===== config.mk =====
export PLATFORM = sky130hd
export DESIGN_NAME = tvs_alu
export DESIGN_NICKNAME = d
export VERILOG_FILES = /design/src/sv/tvs_pkg.sv /design/src/sv/tvs_alu.sv
export SDC_FILE = /design/constraint.sdc
export NUM_CORES = 1
export LEC_CHECK = 0
export BUFFER_PORTS_ARGS = -buffer_cell sky130_fd_sc_hd__buf_2
export CORE_ASPECT_RATIO = 1.1
export CORE_MARGIN = 5
export CORE_UTILIZATION = 55
export CTS_CLUSTER_DIAMETER = 30
export DETAILED_ROUTE_END_ITERATION = 8
export GPL_TIMING_DRIVEN = 0
export PLACE_DENSITY = 0.74
export RECOVER_POWER = 50
export REMOVE_ABC_BUFFERS = 1
export SETUP_SLACK_MARGIN = 0.1
export SYNTH_ARGS = -nofsm -noshare
export SYNTH_HDL_FRONTEND = slang
export SYNTH_SLANG_ARGS = --single-unit

===== constraint.sdc =====
create_clock -name clk -period 22.2 [get_ports clk]
set_input_delay 3.33 -clock clk [delete_from_list [all_inputs] [get_ports clk]]
set_output_delay 3.33 -clock clk [all_outputs]
set_load 0.01 [all_outputs]

===== src/sv/tvs_pkg.sv =====
// ----------------------------------------------------------------------------
// tvs_pkg
// Types and fixed widths shared by the trilinear volume splat block.
// ----------------------------------------------------------------------------
package tvs_pkg;

	localparam int COORD_W = 16;
	localparam int COUNT_W = 16;
	localparam int WSUM_W  = 32;
	localparam int ISUM_W  = 48;
	localparam int Q16_W   = 17;   // corner weight, Q0.16 up to 1.0
	localparam int WPROD_W = 33;   // corner weight times count

	localparam logic OP_SPLAT = 1'b0;
	localparam logic OP_READ  = 1'b1;

	typedef enum logic [3:0] {
		ST_CLEAR,
		ST_IDLE,
		ST_MXY,
		ST_MZ,
		ST_RND,
		ST_MCNT,
		ST_WR,
		ST_RDA,
		ST_OUT
	} state_t;

	typedef enum logic [1:0] {
		ALU_MUL_XY,
		ALU_MUL_Z,
		ALU_ROUND,
		ALU_MUL_CNT
	} alu_op_t;

	typedef struct packed {
		logic    en;
		alu_op_t op;
	} alu_ctrl_t;

	typedef struct packed {
		logic we;
		logic re;
		logic clr;
	} ram_ctrl_t;

endpackage


===== src/sv/tvs_alu.sv =====
// ----------------------------------------------------------------------------
// tvs_alu
// Shared multiplier: forms a corner weight in three passes, then the
// weighted count in a fourth.
// ----------------------------------------------------------------------------
module tvs_alu
	import tvs_pkg::*;
#(
	parameter int FRAC_BITS = 8
) (
	input  logic                 clk,
	input  alu_ctrl_t            ctrl,
	input  logic [FRAC_BITS:0]   wx,
	input  logic [FRAC_BITS:0]   wy,
	input  logic [FRAC_BITS:0]   wz,
	input  logic [COUNT_W-1:0]   count,
	output logic [Q16_W-1:0]     weight,
	output logic [WPROD_W-1:0]   wprod
);

	localparam int FW   = FRAC_BITS + 1;
	localparam int P1W  = 2 * FRAC_BITS + 1;
	localparam int PW   = 3 * FRAC_BITS + 1;
	localparam int MA   = (P1W > Q16_W) ? P1W : Q16_W;
	localparam int MB   = (FW > COUNT_W) ? FW : COUNT_W;
	localparam int PRW  = MA + MB;
	localparam int S3   = 3 * FRAC_BITS;
	localparam int RSH  = (S3 > 16) ? S3 - 16 : 0;
	localparam int LSH  = (S3 > 16) ? 0 : 16 - S3;
	localparam logic [PW:0] RNDV = (PW + 1)'((1 << RSH) >> 1);

	logic [PRW-1:0]   acc_q;
	logic [Q16_W-1:0] w_q;
	logic [MA-1:0]    a_mux;
	logic [MB-1:0]    b_mux;
	logic [PRW-1:0]   prod;
	logic [PW:0]      rsum;
	logic [Q16_W-1:0] w_next;

	always_comb begin
		a_mux = MA'(wx);
		b_mux = MB'(wy);
		unique case (ctrl.op)
			ALU_MUL_XY: begin
				a_mux = MA'(wx);
				b_mux = MB'(wy);
			end
			ALU_MUL_Z: begin
				a_mux = MA'(acc_q[P1W-1:0]);
				b_mux = MB'(wz);
			end
			ALU_ROUND: begin
				a_mux = MA'(w_q);
				b_mux = MB'(count);
			end
			ALU_MUL_CNT: begin
				a_mux = MA'(w_q);
				b_mux = MB'(count);
			end
			default: begin
				a_mux = MA'(wx);
				b_mux = MB'(wy);
			end
		endcase
	end

	assign prod   = a_mux * b_mux;
	// round half up into Q0.16, or widen when the fraction is short
	assign rsum   = (PW + 1)'(acc_q[PW-1:0]) + RNDV;
	assign w_next = Q16_W'(rsum >> RSH) << LSH;

	always_ff @(posedge clk) begin
		if (ctrl.en) begin
			if (ctrl.op == ALU_ROUND) begin
				w_q <= w_next;
			end else begin
				acc_q <= prod;
			end
		end
	end

	assign weight = w_q;
	assign wprod  = acc_q[WPROD_W-1:0];

endmodule


==> summary.md <==
| Metric | Value |
|---|---|
| Status | complete, but fails checks |
| Failing checks | capacitance limit, slew limit |
| Largest area contributor in the netlist | fa_1 |
| Most common cell in the netlist | inv_1 |
| Max Freq | 88.5 MHz |
| WHS | 0.597 ns |
| RR Startpoint | wprod[8]$_DFFE_PP_ |
| Max cap viols | 2 |
| Mapped Cells | 1,238 |
| Gr ovfl total | 0 |
| First DRT Iteration DRCs | 740 |
| WL/cell | 18.9 microns |
| Post-synth top cells | inv_1 (236), fa_1 (208), nand2_1 (141) |
| Top cell type's share of synthesized area | 36.8% |
| Post-CTS Resized | 0 |
| CP startpoint kind | primary input |
| Synth cell types | approximately 50 |
| Crit path max-delay family | adder cells |
| Ys flop type | edfxtp_1 |
| Synthesis-to-finish area growth | 6.24% |
| CP Launch Point | ctrl[0] |
| Slew @ Worst Pin | 2.15 ns |
| Die height | 160 microns |
| DPL Wire Length | 23.3 mm |
| Crit-path slowest cell | clkbuf_1 |
| Num ports | 97 |
| Number of enable flip-flop cells after synthesis | 50 |
| Area contributors post-synth | fa_1 (37%), edfxtp_1 (13%), ha_1 (12%) |
| Worst Path Buf+Inv | 3 |
| Pins Over Slew Limit | 31 |
| Die area | around 24,000 sq um |
| Vias in the first global route | 9,453 |
| Post-synth design cell area | 11,300 sq um |
| Crit Path Max Fanout | 19 |
| Cells after DPL | 1,534 |
| Core Region | 20,400 sq um |
| Final Skew | 0.00401 ns |
| Number of detailed-route iterations in the first pass | 8 |
| Syn Area/Cell | 9.14 sq um |
| Largest net degree at the start of global routing | 80 |
| CTS tree | built |
| Worst Path Arrival | 11.33 ns |
| Layout Nets | 1,646 |
| Clock tree buffer depth | 2 |
| Critical path required time | 22.23 ns |
| Origin of the worst min-delay path | wprod[24]$_DFFE_PP_ |
| CP max stage delay | 1.15 ns |
| Syn. warnings | 0 |
| Yosys reg bits | 50 |
| Setup Viol. Count Final | 0 |
| Asr flop ratio synth | 0% |
| N_diodes | 0 |
| Unrepaired setup endpoints after global routing | false |
| CTS sink count | 50 |
| Min cycle time layout | 11.29 ns |
| Drc violations | 0 |
| Hold Crit Class | register to register |
| Cells along the critical path | clkbuf_1 > inv_1 > nor2_1 > a22o_1 > nand2_1 > fa_1 > fa_1 > fa_1 > fa_1 > inv_1 > fa_1 > fa_1 > ha_1 > and3_1 > a221o_1 > a211oi_2 > o21ai_1 > a31oi_1 > o21bai_1 > xor2_1 |
| Placed Area | 11,900 sq um |
| Sequential area share after synthesis | 13.3% |
| Num CTS Buffers | 5 |
| Worst reg-to-reg setup slack | around 15 ns |
| CTS Root Cell | clkbuf_16 |
| Die X-Extent | 147 microns |
| Clk_lat worst skew | 0.29 ns |
| GRT Overall Usage | 25.7% |
| Antenna violations before repair | 0 |
| Critical Path Most Common Cell | fa_1 |
| Vias per inst | 5.76 |
| Worst-path clk slew | ~0.070 ns |
| Design area | 12,000 sq um |
| # Post-CTS Setup Buffers | 0 |
| Post-route ant nets | 0 |
| Final period util | approximately half |
| Critical path class | primary input to register |
| Share of cells above drive strength 1 | 5.52% |
| Gp weighted congestion | about 0.94 |
| Routed vias | 8,884 |
| Buffers on Ports | 96 |
| # fillers | around 1.8k |
| Post-Layout Cell Count | 1,542 |
| Setup TNS | 0 ns |
| CTS Hold Bufs | 0 |
| Worst setup EP type | register |
| Final Hold Fails | 0 |
| First-pass GRT wire length | between 40 and 50 mm |
| Slew headroom | -44.9% |
| H-tree lvl count | 2 |
| Post-Route WL | 29.1 mm |
| Site row count | 55 |
| Initial Util | between 50% and 60% |
## registers in the layout, summed over array words and instances (netlist names)
signal,flops
wprod,33
weight,17
## per-layer routing
layer / part of all wire, % / wire, microns / GRT usage [%]
met5: 0 / 0 / 0
met4: 3.2 / 924 / 8.13
met3: 8.0 / 2320 / 4.74
met2: 48 / 14100 / 42.8
met1: 40 / 11800 / 34.2
## layout make-up
type	count	area, sq um	share of cell area [%]
Sequential cell	50	1500	12.5
Multi-Input combinational cell	892	8680	72.2
Clock buffer	5	125	1.04
Timing Repair Buffer	100	489	4.07
Tap cell	256	320	2.66
Clock inverter	3	26.3	0.218
Inverter	236	886	7.37
## path summary, 6_finish.rpt
kind,endpoint,depth (start not counted)
worst max-delay path,wprod[22]$_DFFE_PP_,20
worst min-delay path,weight[16]$_DFFE_PP_,1
worst max register to register,wprod[22]$_DFFE_PP_,18
worst min register to register,weight[16]$_DFFE_PP_,1
## layout by cell type (no fill, tap or decap), drive strengths merged, types with 12 or more instances in the layout
cell and n:
mux2i 18, buf 49, edfxtp 50, nand3 48, clkbuf 56, inv 238, a21oi 40, o21a 12
nand2 141, nor2 98, and3 58, fa 208, xor2 16, o21ai 25, a21o 12, ha 106
xnor2 28
## stage by stage
| stage | worst slack (ns) | util [%] |
|---|---|---|
| floorplan | 12.82 | - |
| global placement | 10.38 | 58.0 |
| detailed placement | 11.17 | 58.4 |
| CTS | 11.42 | 59.2 |
| global route | 10.50 | 58.8 |
| finish | 10.91 | 58.8 |
## cell families after synthesis
family / Yosys count / synth area share [%]
and+or+nand+nor: 386 / 15.6
adders and majority gates: 314 / 48.5
buffers and inverters: 296 / 10.1
AOI/OAI and AO/OA: 130 / 7.47
DFF: 50 / 13.3
xor gates and xnor gates: 44 / 3.40
muxes: 18 / 1.59
Power is left out: the tool's default activity adds up to more than one toggle a clock period on the data nets, which glitch-free logic cannot reach.
